File: config.mk
export PLATFORM = sky130hd
export DESIGN_NAME = wildcard_pattern_matcher_unit_flat
export DESIGN_NICKNAME = d
export VERILOG_FILES = /design/src/rtl/core/wpm_pkg.sv /design/src/rtl/core/wpm_if.sv /design/src/rtl/core/wpm_star_close.sv /design/src/rtl/core/wpm_engine.sv /design/src/rtl/core/wildcard_pattern_matcher_unit.sv /design/src/flat_wrapper.sv
export VERILOG_INCLUDE_DIRS = /design/src /design/src/rtl/core
export SDC_FILE = /design/constraint.sdc
export NUM_CORES = 1
export LEC_CHECK = 0
export BUFFER_PORTS_ARGS = -buffer_cell sky130_fd_sc_hd__buf_2
export CAP_MARGIN = 25
export CORE_UTILIZATION = 55
export CTS_CLUSTER_DIAMETER = 40
export DETAILED_ROUTE_END_ITERATION = 8
export HOLD_SLACK_MARGIN = 0.05
export PLACE_DENSITY_LB_ADDON = 0.05
export SLEW_MARGIN = 5
export SYNTH_ARGS = -nofsm -noshare
export SYNTH_HDL_FRONTEND = slang
export SYNTH_SLANG_ARGS = --single-unit
File: constraint.sdc
create_clock -name clk_i -period 5.25 [get_ports clk_i]
set_clock_uncertainty 0.2 [all_clocks]
set_input_delay 0.2625 -clock clk_i [delete_from_list [all_inputs] [get_ports clk_i]]
set_output_delay 0.2625 -clock clk_i [all_outputs]
set_load 0.03 [all_outputs]
File: src/rtl/core/wildcard_pattern_matcher_unit_defines.svh
// Assertion helpers for the wildcard pattern matcher.
// Each expects clk_i and rst_ni in the scope of use.
`ifndef WILDCARD_PATTERN_MATCHER_UNIT_DEFINES_SVH
`define WILDCARD_PATTERN_MATCHER_UNIT_DEFINES_SVH

// Invariant that holds at every clock edge out of reset.
`define WPM_ASSERT_ALWAYS(label, cond, msg) \
  label: assert property (@(posedge clk_i) disable iff (!rst_ni) (cond)) else $error(msg);

// Same-cycle implication.
`define WPM_ASSERT_IMP(label, trig, cons, msg) \
  label: assert property (@(posedge clk_i) disable iff (!rst_ni) (trig) |-> (cons)) \
    else $error(msg);

// Next-cycle implication.
`define WPM_ASSERT_NEXT(label, trig, cons, msg) \
  label: assert property (@(posedge clk_i) disable iff (!rst_ni) (trig) |=> (cons)) \
    else $error(msg);

`endif

File: src/rtl/core/wpm_pkg.sv
`default_nettype none

package wpm_pkg;

  localparam int MAX_PATTERN  = 32;
  localparam int SEP_SLOTS    = 4;
  localparam int POS_W        = MAX_PATTERN + 1;
  localparam int LEN_W        = $clog2(MAX_PATTERN + 1);
  localparam int IDX_W        = (MAX_PATTERN > 1) ? $clog2(MAX_PATTERN) : 1;
  localparam int CLOSE_LEVELS = $clog2(POS_W);
  localparam int CFG_IDX_W    = 2;
  localparam int CFG_DATA_W   = 32;
  localparam int SEP_W        = 8 * SEP_SLOTS;

  localparam logic [7:0]       WILD_ONE  = 8'h3F;  // '?'
  localparam logic [7:0]       WILD_RUN  = 8'h2A;  // '*'
  localparam logic [7:0]       CHAR_A_UC = 8'h41;  // 'A'
  localparam logic [7:0]       CHAR_Z_UC = 8'h5A;  // 'Z'
  localparam logic [7:0]       FOLD_OFS  = 8'h20;
  localparam logic [SEP_W-1:0] SEP_RESET = SEP_W'(32'h003A5C2F);  // '/', '\', ':'

  localparam logic [POS_W-1:0] RESTART = POS_W'(1);

  typedef enum logic [1:0] {
    KIND_CLEAR   = 2'd0,
    KIND_PATTERN = 2'd1,
    KIND_TEXT    = 2'd2,
    KIND_END     = 2'd3
  } kind_e;

  typedef enum logic [CFG_IDX_W-1:0] {
    CFG_CASE_FOLD      = 2'd0,
    CFG_STAR_NEEDS_ONE = 2'd1,
    CFG_SEPARATOR_SET  = 2'd2
  } cfg_idx_e;

  typedef struct packed {
    logic             case_fold;
    logic             star_needs_one;
    logic [SEP_W-1:0] separator_set;
  } cfg_t;

  typedef struct packed {
    kind_e      kind;
    logic [7:0] byte_value;
  } item_t;

  function automatic logic [7:0] fold_byte(logic [7:0] c, logic fold);
    logic [7:0] r;
    r = c;
    if (fold && (c >= CHAR_A_UC) && (c <= CHAR_Z_UC)) begin
      r = c + FOLD_OFS;
    end
    return r;
  endfunction

  function automatic logic is_separator(logic [7:0] c, logic [SEP_W-1:0] set);
    logic hit;
    hit = 1'b0;
    for (int s = 0; s < SEP_SLOTS; s++) begin
      if ((set[8*s +: 8] != 8'h00) && (set[8*s +: 8] == c)) begin
        hit = 1'b1;
      end
    end
    return hit;
  endfunction

endpackage

`default_nettype wire

File: src/rtl/core/wpm_if.sv
`default_nettype none

// Input channel: one pattern/text/control transaction.
interface wpm_in_if;
  logic            valid;
  logic            ready;
  wpm_pkg::kind_e  kind;
  logic [7:0]      byte_value;

  modport source (output valid, output kind, output byte_value, input ready);
  modport sink   (input valid, input kind, input byte_value, output ready);
endinterface

// Result channel: one match verdict per end of text.
interface wpm_out_if;
  logic valid;
  logic ready;
  logic matched;
  logic pattern_overflow;

  modport source (output valid, output matched, output pattern_overflow, input ready);
  modport sink   (input valid, input matched, input pattern_overflow, output ready);
endinterface

`default_nettype wire

File: src/rtl/core/wpm_star_close.sv
`default_nettype none

// Zero-width star closure as a parallel prefix:
// closed[k] = active[k] | (closed[k-1] & star[k-1]).
module wpm_star_close (
  input  logic [wpm_pkg::POS_W-1:0]       active_i,
  input  logic [wpm_pkg::MAX_PATTERN-1:0] star_i,
  output logic [wpm_pkg::POS_W-1:0]       closed_o
);
  import wpm_pkg::*;

  always_comb begin
    logic [POS_W-1:0] g;
    logic [POS_W-1:0] p;
    logic [POS_W-1:0] g_sh;
    logic [POS_W-1:0] p_sh;
    g = active_i;
    p = {star_i, 1'b0};
    for (int l = 0; l < CLOSE_LEVELS; l++) begin
      g_sh = g << (1 << l);
      p_sh = p << (1 << l);
      g    = g | (p & g_sh);
      p    = p & p_sh;
    end
    closed_o = g;
  end

endmodule

`default_nettype wire

File: src/rtl/core/wpm_engine.sv
`default_nettype none

`include "wildcard_pattern_matcher_unit_defines.svh"

module wpm_engine (
  input  logic           clk_i,
  input  logic           rst_ni,
  input  logic           item_valid_i,
  input  wpm_pkg::item_t item_i,
  output logic           item_take_o,
  input  wpm_pkg::cfg_t  cfg_i,
  wpm_out_if.source      out_o
);
  import wpm_pkg::*;

  logic [7:0]             store_q [MAX_PATTERN];
  logic [LEN_W-1:0]       len_q, len_d;
  logic [POS_W-1:0]       active_q, active_d;
  logic                   ovf_q, ovf_d;
  logic [POS_W-1:0]       closed;
  logic [POS_W-1:0]       step_vec;
  logic [POS_W-1:0]       beyond_len;
  logic [MAX_PATTERN-1:0] in_use;
  logic [MAX_PATTERN-1:0] star_free;
  logic                   sep;
  logic                   byte_nz;
  logic                   out_free;
  logic                   store_we;
  logic [IDX_W-1:0]       store_idx;
  logic                   out_valid_q, out_valid_d;
  logic                   res_load;
  logic                   res_matched_q, res_matched_d;
  logic                   res_ovf_q, res_ovf_d;

  // Position masks against the current length.
  always_comb begin
    for (int i = 0; i < MAX_PATTERN; i++) begin
      in_use[i]    = LEN_W'(i) < len_q;
      star_free[i] = in_use[i] && (store_q[i] == WILD_RUN) && !cfg_i.star_needs_one;
    end
    for (int k = 0; k < POS_W; k++) begin
      beyond_len[k] = LEN_W'(k) > len_q;
    end
  end

  wpm_star_close u_close (
    .active_i (active_q),
    .star_i   (star_free),
    .closed_o (closed)
  );

  // One text byte against every active position.
  always_comb begin
    logic [7:0] c_f;
    step_vec = '0;
    sep      = is_separator(item_i.byte_value, cfg_i.separator_set);
    c_f      = fold_byte(item_i.byte_value, cfg_i.case_fold);
    for (int i = 0; i < MAX_PATTERN; i++) begin
      if (closed[i] && in_use[i]) begin
        if (store_q[i] == WILD_ONE) begin
          if (!sep) step_vec[i+1] = 1'b1;
        end else if (store_q[i] == WILD_RUN) begin
          if (!sep) begin
            step_vec[i]   = 1'b1;
            step_vec[i+1] = 1'b1;
          end
        end else if (fold_byte(store_q[i], cfg_i.case_fold) == c_f) begin
          step_vec[i+1] = 1'b1;
        end
      end
    end
  end

  assign out_free    = !out_valid_q || out_o.ready;
  assign item_take_o = item_valid_i && ((item_i.kind != KIND_END) || out_free);
  assign byte_nz     = item_i.byte_value != 8'h00;

  always_comb begin
    len_d         = len_q;
    ovf_d         = ovf_q;
    active_d      = active_q;
    store_we      = 1'b0;
    store_idx     = len_q[IDX_W-1:0];
    out_valid_d   = out_valid_q && !out_o.ready;
    res_load      = 1'b0;
    res_matched_d = res_matched_q;
    res_ovf_d     = res_ovf_q;
    if (item_take_o) begin
      unique case (item_i.kind)
        KIND_CLEAR: begin
          len_d    = '0;
          ovf_d    = 1'b0;
          active_d = RESTART;
        end
        KIND_PATTERN: begin
          if (byte_nz) begin
            if (len_q < LEN_W'(MAX_PATTERN)) begin
              store_we = 1'b1;
              len_d    = len_q + LEN_W'(1);
            end else begin
              ovf_d = 1'b1;
            end
            active_d = RESTART;
          end
        end
        KIND_TEXT: begin
          if (byte_nz) active_d = step_vec;
        end
        KIND_END: begin
          out_valid_d   = 1'b1;
          res_load      = 1'b1;
          res_matched_d = closed[len_q] && !ovf_q;
          res_ovf_d     = ovf_q;
          active_d      = RESTART;
        end
        default: ;
      endcase
    end
  end

  always_ff @(posedge clk_i or negedge rst_ni) begin
    if (!rst_ni) begin
      len_q       <= '0;
      ovf_q       <= 1'b0;
      active_q    <= RESTART;
      out_valid_q <= 1'b0;
    end else begin
      len_q       <= len_d;
      ovf_q       <= ovf_d;
      active_q    <= active_d;
      out_valid_q <= out_valid_d;
    end
  end

  // Pattern bytes and result payload: no reset.
  always_ff @(posedge clk_i) begin
    if (store_we) begin
      store_q[store_idx] <= item_i.byte_value;
    end
    if (res_load) begin
      res_matched_q <= res_matched_d;
      res_ovf_q     <= res_ovf_d;
    end
  end

  assign out_o.valid            = out_valid_q;
  assign out_o.matched          = res_matched_q;
  assign out_o.pattern_overflow = res_ovf_q;

  `WPM_ASSERT_ALWAYS(a_len_bound, len_q <= LEN_W'(MAX_PATTERN), "pattern length past store")
  `WPM_ASSERT_ALWAYS(a_active_in_range, (active_q & beyond_len) == '0, "active past pattern end")
  `WPM_ASSERT_IMP(a_ovf_no_match, out_o.valid && out_o.pattern_overflow, !out_o.matched, "match on overflow")
  `WPM_ASSERT_NEXT(a_end_restarts, item_take_o && (item_i.kind == KIND_END), active_q == RESTART, "text not restarted")

endmodule

`default_nettype wire

File: src/rtl/core/wildcard_pattern_matcher_unit.sv
// Channel  | Dir | Payload                      | Transaction
// ---------+-----+------------------------------+-------------------------------
// in_i     | in  | kind, byte_value             | valid & ready at rising edge
// out_o    | out | matched, pattern_overflow    | valid & ready at rising edge
// cfg      | in  | cfg_index_i, cfg_data_i      | cfg_we_i at rising edge
//
// One transaction a cycle but for the stall below: an item is held in the input
// register and is folded into the position vector by combinational logic (star
// closure prefix, per-position compare) when the engine takes it; an end of text
// puts its verdict in the output register at that edge. A waiting verdict holds a
// following end of text in the input register, which stalls the input until the verdict is taken.
// Reset (rst_ni low, asynchronous): empty pattern, no overflow, only position
// zero active, registers at their reset values. Pattern bytes are not cleared.
`default_nettype none

module wildcard_pattern_matcher_unit (
  input  logic                           clk_i,
  input  logic                           rst_ni,
  input  logic                           cfg_we_i,
  input  logic [wpm_pkg::CFG_IDX_W-1:0]  cfg_index_i,
  input  logic [wpm_pkg::CFG_DATA_W-1:0] cfg_data_i,
  wpm_in_if.sink                         in_i,
  wpm_out_if.source                      out_o
);
  import wpm_pkg::*;

  cfg_t  cfg_q;
  logic  item_valid_q, item_valid_d;
  item_t item_q;
  logic  item_take;
  logic  in_accept;

  // Config writes; an unused index is dropped.
  always_ff @(posedge clk_i or negedge rst_ni) begin
    if (!rst_ni) begin
      cfg_q.case_fold      <= 1'b0;
      cfg_q.star_needs_one <= 1'b0;
      cfg_q.separator_set  <= SEP_RESET;
    end else if (cfg_we_i) begin
      unique case (cfg_idx_e'(cfg_index_i))
        CFG_CASE_FOLD:      cfg_q.case_fold      <= cfg_data_i[0];
        CFG_STAR_NEEDS_ONE: cfg_q.star_needs_one <= cfg_data_i[0];
        CFG_SEPARATOR_SET:  cfg_q.separator_set  <= cfg_data_i[SEP_W-1:0];
        default: ;
      endcase
    end
  end

  // Input register: loaded when empty or when the held item moves on.
  assign in_i.ready   = !item_valid_q || item_take;
  assign in_accept    = in_i.valid && in_i.ready;
  assign item_valid_d = in_accept || (item_valid_q && !item_take);

  always_ff @(posedge clk_i or negedge rst_ni) begin
    if (!rst_ni) begin
      item_valid_q <= 1'b0;
    end else begin
      item_valid_q <= item_valid_d;
    end
  end

  always_ff @(posedge clk_i) begin
    if (in_accept) begin
      item_q.kind       <= in_i.kind;
      item_q.byte_value <= in_i.byte_value;
    end
  end

  wpm_engine u_engine (
    .clk_i        (clk_i),
    .rst_ni       (rst_ni),
    .item_valid_i (item_valid_q),
    .item_i       (item_q),
    .item_take_o  (item_take),
    .cfg_i        (cfg_q),
    .out_o        (out_o)
  );

endmodule

`default_nettype wire
File: src/flat_wrapper.sv
// flat-port wrapper written by rule: the top's interface ports become plain ports
module wildcard_pattern_matcher_unit_flat import wpm_pkg::*;
  (clk_i, rst_ni, cfg_we_i, cfg_index_i, cfg_data_i, in_i_valid, in_i_kind, in_i_byte_value, in_i_ready, out_o_valid, out_o_matched, out_o_pattern_overflow, out_o_ready);
  wpm_in_if in_i_i ();
  wpm_out_if out_o_i ();
  input  logic clk_i;
  input  logic rst_ni;
  input  logic cfg_we_i;
  input  logic [wpm_pkg::CFG_IDX_W-1:0] cfg_index_i;
  input  logic [wpm_pkg::CFG_DATA_W-1:0] cfg_data_i;
  input wire logic [$bits(in_i_i.valid)-1:0] in_i_valid;
  input wire logic [$bits(in_i_i.kind)-1:0] in_i_kind;
  input wire logic [$bits(in_i_i.byte_value)-1:0] in_i_byte_value;
  output wire logic [$bits(in_i_i.ready)-1:0] in_i_ready;
  output wire logic [$bits(out_o_i.valid)-1:0] out_o_valid;
  output wire logic [$bits(out_o_i.matched)-1:0] out_o_matched;
  output wire logic [$bits(out_o_i.pattern_overflow)-1:0] out_o_pattern_overflow;
  input wire logic [$bits(out_o_i.ready)-1:0] out_o_ready;
  assign in_i_i.valid = in_i_valid;
  assign in_i_i.kind = in_i_kind;
  assign in_i_i.byte_value = in_i_byte_value;
  assign in_i_ready = in_i_i.ready;
  assign out_o_valid = out_o_i.valid;
  assign out_o_matched = out_o_i.matched;
  assign out_o_pattern_overflow = out_o_i.pattern_overflow;
  assign out_o_i.ready = out_o_ready;
  wildcard_pattern_matcher_unit u_core (.clk_i(clk_i), .rst_ni(rst_ni), .cfg_we_i(cfg_we_i), .cfg_index_i(cfg_index_i), .cfg_data_i(cfg_data_i), .in_i(in_i_i), .out_o(out_o_i));
endmodule
# Yosys cells after proc, flatten, opt, wreduce, memory -nomap -nowiden
# Memories as Yosys holds them, arrays and structs flattened.
# Index checks and enable logic that the tools add are counted.
word_totals:
  register_bits: 88
  mem_bits_rw: 256
  wordCells: 856
  mem_count: 1
op_classes:
  add_sub_neg: 34
  order_cmp: 100
  eq_ne: 110
  muxes: 385
  n_bitwise: 17
  reduce_logical: 197
mem_list:
  columns: ["name", "depth", "word_bits", "read_ports", "rd_clocked_by_memory_dff", "wr", "line_no", "rtl"]
  rows:
  - ["u_core.u_engine.store_q", 32, 8, 32, 0, 1, "wpm_engine.sv:16", "logic [7:0] store_q [MAX_PATTERN];"]
op_table:
  columns: ["cell", "count"]
  rows:
  - ["8-bit two-way mux", 129]
  - ["8-bit by 6-bit == test with 1-bit output, second input constant", 64]
  - ["33-bit bitwise AND", 11]
  - ["8-bit == test", 36]
  - ["8-bit by 6-bit adder with 8-bit output, second input constant", 33]
  - ["8-bit by 7-bit greater-or-equal comparator with 1-bit output, second input constant", 33]
  - ["8-bit by 7-bit less-or-equal comparator with 1-bit output, second input constant", 33]
  - ["33-bit OR", 6]
  - ["1-bit two-way mux", 178]
  - ["1-bit logical AND", 171]
  - ["2-bit two-way mux", 70]
  - ["33-bit one-hot mux with 3 select lines", 1]
  - ["5-bit by 6-bit less-than comparator with 1-bit output, first input constant", 16]
  - ["33-bit two-way mux", 2]
  - ["4-bit by 6-bit less-than comparator with 1-bit output, first input constant", 8]
  - ["8-bit nonzero test", 5]
  - ["3-bit by 6-bit less-than comparator with 1-bit output, first input constant", 4]
  - ["1-bit by 6-bit less-than comparator with 1-bit output, first input constant", 2]
  - ["2-bit by 6-bit less-than comparator with 1-bit output, first input constant", 2]
  - ["6-bit two-way mux", 2]
  - ["6-bit one-hot mux with 2 select lines", 1]
  - ["2-bit inequality test, second input constant", 5]
  - ["4-bit AND reduction", 2]
  - ["6-bit by 7-bit less-than comparator with 1-bit output, second input constant", 1]
  - ["13 further kinds", 28]

# Logic depth before layout (Yosys ltp)
# An unclocked memory read counts as a cell.
depth:
  ltp_word: 155
  depth_mapped: 15
  mapped_depth_nobuf: 14

# Modules after synthesis
# Synthesis repeated with hierarchy kept, for this count alone.
unflattened:
  cells_unflattened: 1932
  hier_area_um2: 20841.2
modules_own_cells:
  columns: ["module", "n_inst", "cells_per_inst", "area_per_inst_um2", "seq_area_each_um2"]
  rows:
  - ["wpm_engine", 1, 1652, 17961.0, 8774.7]
  - ["wildcard_pattern_matcher_unit", 1, 88, 1775.5, 1192.4]
  - ["wpm_star_close", 1, 192, 1104.8, 0.0]

# Worst setup path before layout
# OpenSTA, ideal clock, no wires.
synth_timing:
  path_type: "register to register"
  start: "reg u_core.u_engine.len_q[1]"
  end: "reg u_core.u_engine.res_matched_q, in the netlist u_core.u_engine.out_o.matched (data pin)"
  arrival_time_ns: 3.419
  path_slack_ns: 1.376
  stages_incl_launch_ff: 16
  n_path_buf: 1
  synth_period_minus_slack_ns: 3.874
  cell_sequence: "dfrtp_1 -> clkbuf_1 -> clkinv_1 -> ha_1 -> or3b_2 -> a21oi_1 -> nor3_1 -> nand2_1 -> or3_1 -> or2_1 -> o221ai_2 -> a211oi_4 -> o31ai_2 -> a2111o_1 -> and3_1 -> a31o_1"
synth_between:
  elab_chain_cells: 17
  word_cells_on_any_way: 116
  cone_classes: "order compare: 32; mux: 2; bitwise: 17; reduce/logical: 65"
synth_lines:
  columns: ["element", "line_no", "rtl"]
  rows:
  - ["from (decl)", "wpm_engine.sv:17", "logic [LEN_W-1:0] len_q, len_d;"]
  - ["from (signal assigned)", "wpm_engine.sv:128", "len_q <= len_d;"]
  - ["1-bit by 6-bit less-than comparator with 1-bit output", "wpm_engine.sv:38", "in_use[i] = LEN_W'(i) < len_q;"]
  - ["1-bit logical AND (2 in series)", "wpm_engine.sv:39", "star_free[i] = in_use[i] && (store_q[i] == WILD_RUN) && !cfg_i.star_needs_one;"]
  - ["33-bit bitwise AND", "wpm_star_close.sv:22", "g = g | (p & g_sh);"]
  - ["33-bit OR", "wpm_star_close.sv:22", null]
  - ["33-bit bitwise AND", "wpm_star_close.sv:22", null]
  - ["33-bit OR", "wpm_star_close.sv:22", null]
  - ["33-bit bitwise AND", "wpm_star_close.sv:22", null]
  - ["33-bit OR", "wpm_star_close.sv:22", null]
  - ["33-bit bitwise AND", "wpm_star_close.sv:22", null]
  - ["33-bit OR", "wpm_star_close.sv:22", null]
  - ["33-bit bitwise AND", "wpm_star_close.sv:22", null]
  - ["33-bit OR (2 in series)", "wpm_star_close.sv:22", null]
  - ["1-bit binary-select mux with 6-bit select (*)", "wpm_engine.sv:112", "res_matched_d = closed[len_q] && !ovf_q;"]
  - ["1-bit two-way mux (not written as such) (*)", "wpm_engine.sv:112", null]
  - ["1-bit logical AND (*)", "wpm_engine.sv:112", null]
  - ["to (signal assigned)", "wpm_engine.sv:141", "res_matched_q <= res_matched_d;"]
  - ["to (decl)", "wpm_engine.sv:32", "logic res_matched_q, res_matched_d;"]
# Every way passes the cells marked *; elsewhere a longest branch is shown, timed or not. The select of a mux whose other input is x is not followed.
# A chain may end at the register's enable or synchronous reset.

# Final worst setup path
layout_timing:
  start: "reg u_core.u_engine.len_q[1]"
  end: "reg u_core.u_engine.active_q[30]"
layout_between:
  elab_chain_cells: 21
  word_cells_on_any_way: 117
  cone_classes: "order compare: 31; mux: 7; bitwise: 17; reduce/logical: 62"
layout_lines:
  columns: ["element", "line_no", "rtl"]
  rows:
  - ["4-bit by 6-bit less-than comparator with 1-bit output, or another cell as far along", "wpm_engine.sv:38", null]
  - ["1-bit logical AND (2 in series)", "wpm_engine.sv:39", null]
  - ["33-bit bitwise AND, on equally long branches", "wpm_star_close.sv:22, wpm_star_close.sv:23", null]
  - ["33-bit OR / 33-bit bitwise AND (equally long branches)", "wpm_star_close.sv:22", null]
  - ["33-bit bitwise AND / 33-bit OR (equally long branches)", "wpm_star_close.sv:22", null]
  - ["33-bit OR / 33-bit bitwise AND (equally long branches)", "wpm_star_close.sv:22", null]
  - ["33-bit bitwise AND / 33-bit OR (equally long branches)", "wpm_star_close.sv:22", null]
  - ["33-bit OR / 33-bit bitwise AND (equally long branches)", "wpm_star_close.sv:22", null]
  - ["[4 not listed]", null, null]
  - ["1-bit logical AND", "wpm_engine.sv:59", "if (closed[i] && in_use[i]) begin"]
  - ["2-bit two-way mux", "wpm_engine.sv:59", null]
  - ["2-bit two-way mux", "wpm_engine.sv:63", "if (!sep) begin"]
  - ["1-bit two-way mux", "wpm_engine.sv:62", "end else if (store_q[i] == WILD_RUN) begin"]
  - ["1-bit two-way mux", "wpm_engine.sv:60", "if (store_q[i] == WILD_ONE) begin"]
  - ["2-bit two-way mux (*)", "wpm_engine.sv:59", null]
  - ["33-bit two-way mux (*)", "wpm_engine.sv:107", "if (byte_nz) active_d = step_vec;"]
  - ["33-bit one-hot mux with 3 select lines (*)", "wpm_engine.sv:89", "unique case (item_i.kind)"]
  - ["to (signal assigned)", "wpm_engine.sv:130", "active_q <= active_d;"]
  - ["to (decl)", "wpm_engine.sv:18", "logic [POS_W-1:0] active_q, active_d;"]
# Marks and branches as above.

==> metrics.md <==
| Metric | Value |
|---|---|
| FF-to-FF Start | u_core.u_engine.len_q[1] |
| Syn nets | 1997 |
| Chip width | 194.6 um |
| Max clock buf depth | 3 |
| Area Overhead vs Synth | 18.24% |
| Final instance area | 24120 um^2 |
| CTS resizes | 0 |
| Slowest cell on crit path | dfrtp_1 |
| Reg2reg setup slack | 0.70 ns |
| IO Count | 53 |
| Hold WS | 0.1596 ns |
| CTS Sinks | 344 |
| CP endpoint kind | flip-flop |
| Via density | 6.433 |
| DRC viols | 0 |
| Fraction of layout cells with a size suffix above 1 | 15.47% |
| Wire per inst | 23.02 um |
| Final setup viols | 0 |
| Register clock-pin slew on the reported worst setup and hold paths | 0.05 ns |
| Worst hold start | in_i_byte_value[2] |
| Initial antenna violation count | 0 |
| Kind of cell adding the most delay to the critical path | compound AO/OA/AOI/OAI gates |
| CP required | 5.57 ns |
| Core ar. | 36520 um^2 |
| Fin crit share | 86.61% |
| Count leader, synth | edfxtp_1 |
| Synth top area share | 39.46% |
| N_diodes | 0 |
| Hold Path Cell Cnt | 2 |
| Dpl ws | 0.8040 ns |
| HPWL after DPL | 40.09 mm |
| DRT antenna net count | 0 |
| Slew at the pin with the worst max-slew slack | 1.032 ns |
| Die area | 37860 um^2 |
| Number of CTS-inserted buffers | 56 |
| Crit-path max FO | 16 |
| Power Dens Cells | 317.0 nW/um^2 |
| DR vias | 16.73k |
| Row Count | 70 |
| Hold crit path type | in2reg |
| Leak | 8.425 nW |
| CP cell instances | clkinv_1 > ha_1 > inv_1 > o21ai_4 > o41ai_1 > nand4_1 > a21oi_1 > o21ai_1 > nand2_1 > a21oi_1 > or2_2 > a2111oi_0 > a21oi_1 > o21ai_0 |
| Placed Instance Area | 21670 um^2 |
| Grt total ovfl | 0 |
| Max rail drop VDD | 288.8 uV |
| Number of synthesized flops with an enable pin | 268 |
| Total track usage | 31.77% |
| Fin util | 66.03% |
| Synth Instances | 1911 |
| Final Total Pwr | 7.646 mW |
| Mean area per synthesized cell | 10.67 um^2 |
| Final min period | 4.547 ns |
| Largest cells by area after synthesis | edfxtp_1, dfrtp_1, xor2_1 |
| Hold Path Sink | u_core.item_q[2] |
| Unrepaired setup endpoints after global routing | false |
| Skew-Pair Late Insertion Delay | 0.62 ns |
| Synth Cell Area | 20400 um^2 |
| Crit-path most repeated cell | a21oi_1 |
| Worst Reg2Reg Path Length in Cells | 14 |
| Max Cap Violations | 0 |
| CTS tree | yes |
| Slew Limit Fails | 0 |
| WS Path Type | reg2reg |
| Initial Util | 55.85% |
| Vias in the first global route | 16.67k |
| WL final | 59.87 mm |
| Chip Height | 194.6 um |
| H-Tree Depth | 2 |
| Largest net degree at the start of global routing | 77 |
| Instance count on the critical path | 14 |
| Max Freq | 0.2199 GHz |
| Pre-antenna DRT Iters | 5 |
| Async set or reset register ratio after synthesis | 22.09% |
| Leading area contributor after synthesis | edfxtp_1 |
| Outcome | completed |
| Seq/Total Area, Yosys | 48.87% |
| Max-slew headroom | 31.07% |
| Final-stage net count | 2172 |
| Buf+Inv Stages, Crit Path | 2 |
| 1st-iter DRT viols | 1416 |
| Inst Count DP | 2444 |
| Setup Total Neg Slack | 0 ns |
| Crit path launch type | flip-flop |
| Netlist cell types | 92 |
| Main flop type after synthesis | edfxtp_1 |
| Crit path arrival time | 4.87 ns |
| Final std cells w/o fill | 2601 |
| Hold Fails Final Rpt | 0 |
| Global placer's final weighted congestion | 0.9774 |
| Most common library cells after synthesis | edfxtp_1, nor2_1, xor2_1, xnor2_1, a21oi_1 |
| Synth Warn # | 0 |
| First-pass GRT wire length | 93.04 mm |
| Yosys reg bits | 344 |
| CP max stage delay | 0.73 ns |
| Reg2Reg Capture Point | u_core.u_engine.active_q[30] |
| Root Buffer | clkbuf_16 |
| Final worst slack | 0.7030 ns |
| # port buffers | 52 |
==> metal layers <==
| metal | track usage [%] | vias to the layer above | wire, um |
|---|---|---|---|
| met5 | 0 | - | 0 |
| met4 | 12.49 | 0 | 1959 |
| met1 | 42.55 | 8265 | 25790 |
| met2 | 52.13 | 655 | 28180 |
| li1 | - | 7687 | - |
| met3 | 4.616 | 125 | 3944 |
==> placed cells by master (no fill, tap or decap), types with 9 or more instances in the layout <==
cell type and count:
edfxtp_1 268, nor2_1 146, xor2_1 139, xnor2_1 129
a21oi_1 115, buf_4 87, o21ai_0 83, nand3_1 72
nand2_1 67, dfrtp_1 62, clkbuf_16 57, nor3_1 54
dlygate4sd3_1 51, buf_2 51, or3_1 46, a21o_1 46
a31oi_1 45, nand4_1 44, inv_1 42, nor4_1 42
ha_1 37, o31ai_1 36, mux2_2 35, nor4bb_1 33
nor2b_1 25, or4_1 18, a22o_1 18, or2_2 14
dfstp_2 14, and3_1 12, o211ai_1 12, a2111oi_0 12
o22ai_1 11, nand2b_1 9, inv_6 9
==> power by group <==
| group | leakage (nW) | switching, mW | internal [mW] |
|---|---|---|---|
| Clock | 0.927 | 1.43 | 2.25 |
| Combinational | 4.12 | 0.526 | 0.319 |
| Sequential | 3.38 | 0.0884 | 3.04 |
==> kinds of logic after synthesis <==
logic type	synth area share, %
AOI/OAI and AO/OA	16.04
xor gates and xnor gates	11.51
adders and majority gates	2.270
buffers and inverters	2.257
DFF	48.87
muxes	2.349
and+or+nand+nor	16.72
==> registers in the layout, summed over array words and instances (netlist names) <==
register,count
u_core.item_q,10
u_core.u_engine.active_q,33
u_core.u_engine.store_q,256
u_core.u_engine.ovf_q,1
u_core.u_engine.out_o.pattern_overflow,1
u_core.item_valid_q,1
u_core.u_engine.len_q,6
u_core.u_engine.out_o.valid,1
u_core.u_engine.out_o.matched,1
u_core.cfg_q,34
==> worst register-to-register path: stages (launching register included) <==
cell	delay [ns]
dfrtp_1	0.73
clkinv_1	0.20
ha_1	0.35
inv_1	0.21
o21ai_4	0.10
o41ai_1	0.65
nand4_1	0.25
a21oi_1	0.27
o21ai_1	0.16
nand2_1	0.18
a21oi_1	0.18
or2_2	0.37
a2111oi_0	0.44
a21oi_1	0.09
o21ai_0	0.11
==> how the worst max path moves through the flow <==
stage | startpoint | endpoint | slack [ns]
finish | u_core.u_engine.len_q[1] | u_core.u_engine.active_q[30] | 0.70
global route | u_core.u_engine.len_q[1] | u_core.u_engine.active_q[30] | 0.44
CTS | u_core.u_engine.len_q[1] | u_core.u_engine.out_o.matched | 0.77
detailed placement | u_core.u_engine.len_q[1] | u_core.u_engine.out_o.matched | 0.80
global placement | u_core.u_engine.len_q[1] | u_core.u_engine.out_o.matched | 0.94
floorplan | u_core.u_engine.len_q[1] | u_core.u_engine.out_o.matched | 1.38
==> final cells by class <==
type	instances	area (um^2)
fillers	2804	12410
repair buffers	194	1494
clock buffers	59	1444
clock inverters	46	464.2
multi-input cells	1446	9997
inverters	44	165.2
flip-flops and latches	344	9967
well taps	468	585.6
==> repair_timing <==
action	4_1_cts	5_1_grt
setup endpoints to repair	0	0
hold buffers	50	1
endpoints found under the hold margin	110	20
buffers inserted	0	0
Note: power is estimated with default switching activity, not from simulation.
